--- src/hdl/dfs_pkg.sv ---
// ----------------------------------------------------------------------------
// dfs_pkg: shared types and constants of the frame difference span finder
// Holds the configuration record, the span record and the limits of the
// display geometry.
// ----------------------------------------------------------------------------
package dfs_pkg;

  localparam int MaxColumns = 128;
  localparam int MaxRows    = 8;

  localparam int ColW   = 7;   // column counter and span start
  localparam int RowW   = 3;   // row counter and span row
  localparam int LenW   = 8;   // run and span lengths (up to MaxColumns)
  localparam int ByteW  = 8;
  localparam int CfgW   = 8;   // widest configuration register
  localparam int RegIdxW = 2;

  // Span queue between the tracker and the result side.
  localparam int QDepth = 4;
  localparam int QAddrW = 2;
  localparam int QCountW = 3;

  typedef enum logic [RegIdxW-1:0] {
    REG_COLUMNS   = 2'd0,
    REG_ROWS      = 2'd1,
    REG_MERGE_GAP = 2'd2,
    REG_UNUSED    = 2'd3
  } reg_idx_t;

  typedef struct packed {
    logic [7:0] columns_in_use;
    logic [3:0] rows_in_use;
    logic [7:0] merge_gap;
  } cfg_t;

  typedef struct packed {
    logic [RowW-1:0] row;
    logic [ColW-1:0] start;
    logic [LenW-1:0] length;
    logic            last;
  } span_t;

  // Up to two spans written into the queue in one cycle.
  typedef struct packed {
    logic [1:0] count;
    span_t      first;
    span_t      second;
  } span_wr_t;

endpackage

--- src/hdl/dfs_front.sv ---
// ----------------------------------------------------------------------------
// dfs_front: run and span tracker
// Compares each byte pair, follows the column and row position, grows runs,
// merges them into the current span and hands finished spans to the queue.
// ----------------------------------------------------------------------------
module dfs_front (
  input  logic                      clk,
  input  logic                      rst,
  input  logic                      accept,
  input  logic [dfs_pkg::ByteW-1:0] new_byte,
  input  logic [dfs_pkg::ByteW-1:0] old_byte,
  input  dfs_pkg::cfg_t             cfg,
  output dfs_pkg::span_wr_t         wr
);

  logic [dfs_pkg::ColW-1:0] column_count, column_count_next;
  logic [dfs_pkg::RowW-1:0] row_count, row_count_next;
  logic                     in_run, in_run_next;
  logic [dfs_pkg::ColW-1:0] run_start, run_start_next;
  logic [dfs_pkg::LenW-1:0] run_length, run_length_next;
  logic [dfs_pkg::ColW-1:0] span_begin, span_begin_next;
  logic [dfs_pkg::LenW-1:0] span_size, span_size_next;

  logic [7:0]               cols_eff;
  logic [3:0]               rows_eff;
  logic                     row_end;
  logic                     differs;
  logic                     ir1;
  logic [dfs_pkg::ColW-1:0] rs1;
  logic [dfs_pkg::LenW-1:0] rl1;
  logic                     close_now;
  logic [8:0]               span_end;
  logic [8:0]               gap_seen;
  logic                     separate;
  logic                     emit_a;
  logic                     emit_b;
  logic [dfs_pkg::ColW-1:0] sb2;
  logic [dfs_pkg::LenW-1:0] ss2;
  dfs_pkg::span_t           span_a;
  dfs_pkg::span_t           span_b;

  always_comb begin
    // Clamp the geometry registers to their legal ranges.
    if (cfg.columns_in_use == 8'd0) begin
      cols_eff = 8'd1;
    end else if (cfg.columns_in_use > 8'(dfs_pkg::MaxColumns)) begin
      cols_eff = 8'(dfs_pkg::MaxColumns);
    end else begin
      cols_eff = cfg.columns_in_use;
    end
    if (cfg.rows_in_use == 4'd0) begin
      rows_eff = 4'd1;
    end else if (cfg.rows_in_use > 4'(dfs_pkg::MaxRows)) begin
      rows_eff = 4'(dfs_pkg::MaxRows);
    end else begin
      rows_eff = cfg.rows_in_use;
    end

    row_end = ({1'b0, column_count} + 8'd1) >= cols_eff;
    differs = new_byte != old_byte;

    // Run after this column's compare.
    if (differs && in_run) begin
      ir1 = 1'b1;
      rs1 = run_start;
      rl1 = run_length + 8'd1;
    end else if (differs) begin
      ir1 = 1'b1;
      rs1 = column_count;
      rl1 = 8'd1;
    end else begin
      ir1 = in_run;
      rs1 = run_start;
      rl1 = run_length;
    end

    // A run closes on an equal column or at the end of the row.
    close_now = ir1 && (!differs || row_end);
    span_end  = {2'b00, span_begin} + {1'b0, span_size};
    gap_seen  = {2'b00, rs1} - span_end;
    separate  = ({2'b00, rs1} >= span_end) && (gap_seen >= {1'b0, cfg.merge_gap});
    emit_a    = close_now && separate && (span_size != 8'd0);

    sb2 = span_begin;
    ss2 = span_size;
    if (close_now && separate) begin
      sb2 = rs1;
      ss2 = rl1;
    end else if (close_now) begin
      ss2 = ({1'b0, rs1} - {1'b0, span_begin}) + rl1;
    end

    emit_b = row_end && (ss2 != 8'd0);

    span_a.row    = row_count;
    span_a.start  = span_begin;
    span_a.length = span_size;
    span_a.last   = !emit_b;
    span_b.row    = row_count;
    span_b.start  = sb2;
    span_b.length = ss2;
    span_b.last   = 1'b1;

    wr.count  = 2'd0;
    wr.first  = span_a;
    wr.second = span_b;
    if (accept) begin
      if (emit_a && emit_b) begin
        wr.count = 2'd2;
      end else if (emit_a) begin
        wr.count = 2'd1;
      end else if (emit_b) begin
        wr.count = 2'd1;
        wr.first = span_b;
      end
    end

    if (row_end) begin
      column_count_next = '0;
      row_count_next    = (({1'b0, row_count} + 4'd1) >= rows_eff) ? '0 : row_count + 3'd1;
      in_run_next       = 1'b0;
      run_start_next    = '0;
      run_length_next   = '0;
      span_begin_next   = '0;
      span_size_next    = '0;
    end else begin
      column_count_next = column_count + 7'd1;
      row_count_next    = row_count;
      in_run_next       = ir1 && !close_now;
      run_start_next    = rs1;
      run_length_next   = rl1;
      span_begin_next   = sb2;
      span_size_next    = ss2;
    end
  end

  always_ff @(posedge clk) begin
    if (rst) begin
      column_count <= '0;
      row_count    <= '0;
      in_run       <= 1'b0;
      run_start    <= '0;
      run_length   <= '0;
      span_begin   <= '0;
      span_size    <= '0;
    end else if (accept) begin
      column_count <= column_count_next;
      row_count    <= row_count_next;
      in_run       <= in_run_next;
      run_start    <= run_start_next;
      run_length   <= run_length_next;
      span_begin   <= span_begin_next;
      span_size    <= span_size_next;
    end
  end

endmodule

--- src/hdl/dfs_span_queue.sv ---
// ----------------------------------------------------------------------------
// dfs_span_queue: span queue and result side
// Takes up to two spans per cycle from the tracker and presents them one at a
// time on the result side.
// ----------------------------------------------------------------------------
module dfs_span_queue (
  input  logic              clk,
  input  logic              rst,
  input  dfs_pkg::span_wr_t wr,
  input  logic              pop,
  output logic              full,
  output logic              empty,
  output dfs_pkg::span_t    head
);

  dfs_pkg::span_t                slots [dfs_pkg::QDepth];
  logic [dfs_pkg::QAddrW-1:0]    wptr;
  logic [dfs_pkg::QAddrW-1:0]    rptr;
  logic [dfs_pkg::QCountW-1:0]   count;
  logic                          take;
  logic [dfs_pkg::QAddrW-1:0]    wptr_plus;

  assign empty     = count == '0;
  // Room for a full burst of two spans must be kept.
  assign full      = count > dfs_pkg::QCountW'(dfs_pkg::QDepth - 2);
  assign take      = pop && !empty;
  assign head      = slots[rptr];
  assign wptr_plus = wptr + dfs_pkg::QAddrW'(1);

  always_ff @(posedge clk) begin
    if (wr.count != 2'd0) begin
      slots[wptr] <= wr.first;
    end
    if (wr.count == 2'd2) begin
      slots[wptr_plus] <= wr.second;
    end
  end

  always_ff @(posedge clk) begin
    if (rst) begin
      wptr  <= '0;
      rptr  <= '0;
      count <= '0;
    end else begin
      wptr  <= wptr + dfs_pkg::QAddrW'(wr.count);
      if (take) begin
        rptr <= rptr + dfs_pkg::QAddrW'(1);
      end
      count <= count + dfs_pkg::QCountW'(wr.count) - dfs_pkg::QCountW'(take);
    end
  end

endmodule

--- src/hdl/frame_diff_span_finder.sv ---
// ----------------------------------------------------------------------------
// frame_diff_span_finder: changed-span detector for a paged display
// Compares new and shown frame bytes column by column and reports the spans
// of each row that must be resent, merging runs separated by small gaps.
// ----------------------------------------------------------------------------
//   Channel   Direction  Handshake          Payload
//   input     in         push / full        new_byte, old_byte
//   result    out        empty / pop        span_row, span_start, span_length,
//                                           last_of_burst
//   config    in         cfg_write          cfg_index, cfg_data
//
// One byte pair is taken per cycle while not full; the tracker updates its
// run and span state in the cycle of the transfer and writes zero, one or two
// spans into a four-entry queue, so a result can be popped the cycle after
// its item. full rises while fewer than two queue entries are free, so a pair
// taken in any cycle always finds room for both of its spans; with a stalled
// pop no pair is taken while full is high. Reset is synchronous and clears
// the counters, the span state, the queue and restores the default registers.
// ----------------------------------------------------------------------------
module frame_diff_span_finder (
  input  logic                        clk,
  input  logic                        rst,
  input  logic                        push,
  output logic                        full,
  input  logic [dfs_pkg::ByteW-1:0]   new_byte,
  input  logic [dfs_pkg::ByteW-1:0]   old_byte,
  output logic                        empty,
  input  logic                        pop,
  output logic [dfs_pkg::RowW-1:0]    span_row,
  output logic [dfs_pkg::ColW-1:0]    span_start,
  output logic [dfs_pkg::LenW-1:0]    span_length,
  output logic                        last_of_burst,
  input  logic                        cfg_write,
  input  logic [dfs_pkg::RegIdxW-1:0] cfg_index,
  input  logic [dfs_pkg::CfgW-1:0]    cfg_data
);

  dfs_pkg::cfg_t     cfg;
  dfs_pkg::span_wr_t wr;
  dfs_pkg::span_t    head;
  logic              accept;

  assign accept = push && !full;

  always_ff @(posedge clk) begin
    if (rst) begin
      cfg.columns_in_use <= 8'd128;
      cfg.rows_in_use    <= 4'd8;
      cfg.merge_gap      <= 8'd8;
    end else if (cfg_write) begin
      unique case (dfs_pkg::reg_idx_t'(cfg_index))
        dfs_pkg::REG_COLUMNS:   cfg.columns_in_use <= cfg_data;
        dfs_pkg::REG_ROWS:      cfg.rows_in_use    <= cfg_data[3:0];
        dfs_pkg::REG_MERGE_GAP: cfg.merge_gap      <= cfg_data;
        default: ;
      endcase
    end
  end

  dfs_front u_front (
    .clk      (clk),
    .rst      (rst),
    .accept   (accept),
    .new_byte (new_byte),
    .old_byte (old_byte),
    .cfg      (cfg),
    .wr       (wr)
  );

  dfs_span_queue u_queue (
    .clk   (clk),
    .rst   (rst),
    .wr    (wr),
    .pop   (pop),
    .full  (full),
    .empty (empty),
    .head  (head)
  );

  assign span_row      = head.row;
  assign span_start    = head.start;
  assign span_length   = head.length;
  assign last_of_burst = head.last;

endmodule

--- config.mk ---
export PLATFORM = sky130hd
export DESIGN_NAME = frame_diff_span_finder
export DESIGN_NICKNAME = d
export VERILOG_FILES = /design/src/hdl/dfs_pkg.sv /design/src/hdl/dfs_front.sv /design/src/hdl/dfs_span_queue.sv /design/src/hdl/frame_diff_span_finder.sv
export SDC_FILE = /design/constraint.sdc
export NUM_CORES = 1
export LEC_CHECK = 0
export BUFFER_PORTS_ARGS = -buffer_cell sky130_fd_sc_hd__buf_2
export CAP_MARGIN = 20
export CORE_UTILIZATION = 50
export CTS_BUF_LIST = sky130_fd_sc_hd__clkbuf_8 sky130_fd_sc_hd__clkbuf_16
export DETAILED_ROUTE_END_ITERATION = 8
export PLACE_DENSITY = 0.64
export SETUP_SLACK_MARGIN = 0.02
export SYNTH_ARGS = -nofsm -noshare
export SYNTH_HDL_FRONTEND = slang
export SYNTH_SLANG_ARGS = --single-unit
--- constraint.sdc ---
create_clock -name clk -period 8.83 [get_ports clk]
set_input_delay 1.766 -clock clk [delete_from_list [all_inputs] [get_ports clk]]
set_output_delay 1.766 -clock clk [all_outputs]
set_load 0.005 [all_outputs]
==> results.md <==
* Clock tree from TritonCTS: built
* Required arrival time at the worst endpoint at 9.00 ns
* Combinational share of power at 24.6%
* Final min period at 8.21 ns
* Worst hold margin at 0.491 ns
* Number of optimization iterations in the first detailed-route pass at 5
* Total routing usage reported by global routing at 24.9%
* Library cell with the highest instance count after synthesis: sky130_fd_sc_hd__nor2_1
* Summed instance area of the synthesized netlist at 0.00918 sq mm
* Final Total Pwr at 2050 uW
* Setup slack of the worst register-to-register path at 1.86 ns
* Slew at the pin closest to its max-slew limit at 0.924 ns
* Total negative setup slack at 0 ns
* Max-cap check violation count at 0
* Number of global-route vias before repair at 6555
* Final nets at 1063
* Count of filler cells inserted in the layout at 1585
* Final Non-Filler Cells at 1213
* End of the critical path: u_queue.slots[3][14]
* H-tree levels at 4
* Register area share after synthesis at 39.7%
* Launching element type of the critical path: primary input
* RSZ-0062 raised after global routing: no
* Post-CTS setup buffers at 0
* Std-Cell Rows at 49
* Antenna violations before repair at 0
* Average cell area after synthesis at 9.90 sq um
* Clock latency at the later pin of the worst-skew pair at 0.43 ns
* Die Width at 137 microns
* Total of warnings raised by yosys at 0
* HP Class: reg2reg
* Number of register bits inferred by synthesis at 146
* Worst flop-to-flop path startpoint: u_front.span_begin[0]
* Number of enable-type register cells in the synthesized netlist at 72
* WP data arrival at 8.38 ns
* Layout overhead on the synthesized area at 12.0%
* Number of ports placed on the die boundary at 52
* Type of element capturing the critical path: register
* Net Sw Frac at 29.3%
* DRC viols at 0
* Top post-synthesis cells by area: sky130_fd_sc_hd__edfxtp_1 24%, sky130_fd_sc_hd__dfxtp_1 16%, sky130_fd_sc_hd__ha_1 7.1%, sky130_fd_sc_hd__mux2i_1 4.9%, sky130_fd_sc_hd__mux4_2 4.7%
* Relative slew slack at 38.3%
* Final Wtd Congestion at 0.887
* Sinks on Clock Net at 146
* DRC violation total after the first TritonRoute iteration at 424
* Internal power of the cells at 1450 uW
* Wire length per cell after detailed routing at 18.1 microns
* First-pass GRT wire length at 35.5 mm
* Worst clock skew at 0.00704 ns
* Number of instances in the placed design at 1181
* Classification of the worst setup path: in2reg
* Starting density of the core at 51.1%
* Total power divided by cell area at 199 mW/mm^2
* Post-route antenna net violation count at 0
* Gates resized, CTS repair at 0
* FF-to-FF path depth at 26
* Achievable clock frequency at 0.122 GHz
* Post-synth top area share at 23.6%
* Total gr overflow at 0
* Post-detail-place hpwl at 16.0 mm
* Proportion of power drawn by the clock network at 38.2%
* RR Endpoint: u_queue.slots[3][14]
* CP Launch Point: old_byte[6]
* Number of nets produced by synthesis at 1019
* Clock input transition at the sequential cells of the worst setup and hold paths at 0.06 ns
* Final-report max-slew violation count at 0
* Part of the power in registers at 37.2%
* Leading post-synthesis cells by instance count: 98 x sky130_fd_sc_hd__nor2_1, 77 x sky130_fd_sc_hd__nand2_1, 74 x sky130_fd_sc_hd__dfxtp_1
* Vias per Instance at 5.83
* Pre-CTS setup slack at 0.250 ns
* Library cell occupying the most area in the post-synthesis netlist: sky130_fd_sc_hd__edfxtp_1
* CTS Root Cell: sky130_fd_sc_hd__clkbuf_16
* Largest net degree at the start of global routing at 70
* Number of cells produced by synthesis at 927
* Worst IR drop on VDD at 138 uV
* LEAKAGE at 0.00405 uW
* Number of setup violations in the final report at 0
* Final hold vios at 0
* CTS buffer count at 17
* Die extent in y at 137 microns
* Largest driver fanout on the critical path at 23
* Portion of the clock cycle consumed by the worst path in the final layout at 93.0%
* Minimum setup slack in the final design at 0.618 ns
* Standard cell core area at 0.0180 sq mm
* Detailed-route via count at 7068
* Post-synth cell types at 76
* Min-Delay Path Depth at 1
* Share of async-settable or async-resettable flops after synthesis at 0%
* Buffer depth of the longest clock path at 2
* Cts-stage hold buffer count at 0
* Status: complete, no violations
* P_sw at 600 uW
* Floorplan die area at 0.0189 sq mm
* Final wirelength at 22.0 mm
* Dominant register cell in the synthesized netlist: sky130_fd_sc_hd__dfxtp_1
* PortBufs at 51
* Ant diodes at 0
* Fraction of final layout cells with drive strength greater than 1 at 14.9%
* Launch instance of the worst min-delay path: u_queue.slots[3][0]
## final cells by class
| class | instances | area [sq um] | area share [%] |
|---|---|---|---|
| Clock buffer | 17 | 425 | 4.14 |
| Clock inverter | 15 | 208 | 2.02 |
| Inverter | 54 | 203 | 1.97 |
| Multi-Input combinational cell | 687 | 5150 | 50.1 |
| Sequential cell | 146 | 3640 | 35.5 |
| Tap cell | 229 | 287 | 2.79 |
| Timing Repair Buffer | 65 | 360 | 3.51 |
## critical path: stages
cell	delay [ns]
sky130_fd_sc_hd__buf_2	0.11
sky130_fd_sc_hd__xnor2_2	0.15
sky130_fd_sc_hd__and4_4	0.22
sky130_fd_sc_hd__a21oi_2	0.32
sky130_fd_sc_hd__mux2i_1	0.54
sky130_fd_sc_hd__xnor2_1	0.19
sky130_fd_sc_hd__ha_1	0.19
sky130_fd_sc_hd__nor2_1	0.08
sky130_fd_sc_hd__or3_1	0.35
sky130_fd_sc_hd__o22ai_1	0.21
sky130_fd_sc_hd__a211oi_1	0.09
sky130_fd_sc_hd__o21bai_1	0.24
sky130_fd_sc_hd__xor2_1	0.22
sky130_fd_sc_hd__ha_1	0.26
sky130_fd_sc_hd__o21ai_0	0.17
sky130_fd_sc_hd__o21bai_1	0.09
sky130_fd_sc_hd__a311oi_1	0.30
sky130_fd_sc_hd__a211o_1	0.26
sky130_fd_sc_hd__mux2i_1	0.21
sky130_fd_sc_hd__nor2_1	0.08
sky130_fd_sc_hd__ha_1	0.36
sky130_fd_sc_hd__o21ai_0	0.37
sky130_fd_sc_hd__nand3b_1	0.35
sky130_fd_sc_hd__inv_1	0.15
sky130_fd_sc_hd__or2_2	0.55
sky130_fd_sc_hd__o2bb2ai_1	0.33
sky130_fd_sc_hd__nand2_1	0.13
sky130_fd_sc_hd__o21ai_1	0.06
## worst min path at each step
stage / to / slack, ns
2_1_floorplan: u_queue.slots[2][0] / 0.45
3_3_place_gp: u_queue.slots[0][0] / 0.47
3_5_place_dp: u_queue.slots[0][0] / 0.47
4_1_cts: u_queue.slots[3][0] / 0.49
5_1_grt: u_queue.slots[1][0] / 0.51
6_report: u_queue.slots[3][0] / 0.49
## state kept, by name (all words and copies together) (netlist names), named ones only
signal and cells:
u_front.span_size 8, u_front.in_run 1, u_queue.rptr 2, u_front.run_start 7, cfg 20, u_queue.count 3, u_queue.slots 76, u_queue.wptr 2
u_front.run_length 8, u_front.row_count 3, u_front.span_begin 7, u_front.column_count 7
## logic make-up (layout without fill, tap and decap cells)
family          after synthesis  count (layout)  share of synthesized area [%]
simple gates                284             284                           15.1
compound gates              233             233                           17.3
flops                       146             146                           39.7
buf+inv                      94             151                           4.16
mux                          69              69                           10.2
fa+ha+maj                    61              61                           9.05
xor+xnor                     40              40                           4.39
## power by group through the flow
stage               combinational, uW  clock, uW  sequential (uW)
floorplan                         380          0              760
global placement                  503          0              775
detailed placement                506          0              776
CTS                               509        791              762
global route                      572        823              765
finish                            503        783              761
## metal layers
layer	global-route usage, %	wire length [microns]	part of all wire [%]
met5	0	0	0
met4	7.14	357	1.6
met3	4.75	1000	4.6
met2	39.7	10200	46
met1	34.3	10500	47
## cells in the final DEF, fill, tap and decap left out, drive strengths merged, types with 12 or more instances in the layout
cell	n
nor2	102
nand2	77
dfxtp	74
edfxtp	72
buf	65
o21ai	64
inv	57
ha	52
mux2i	45
a21oi	41
xnor2	30
a22oi	28
o2bb2ai	28
nand2b	19
mux4	19
clkbuf	17
nor3	16
and2	14
a21o	13
nand3	12
## per-stage QoR
| stage | utilization [%] | cell area (sq um) |
|---|---|---|
| global placement | 53.7 | 9640 |
| finish | 57.2 | 10300 |
| detailed placement | 53.7 | 9640 |
| CTS | 57.2 | 10300 |
| global route | 57.2 | 10300 |
| floorplan | - | 9180 |
(Power assumes the default switching activity.)
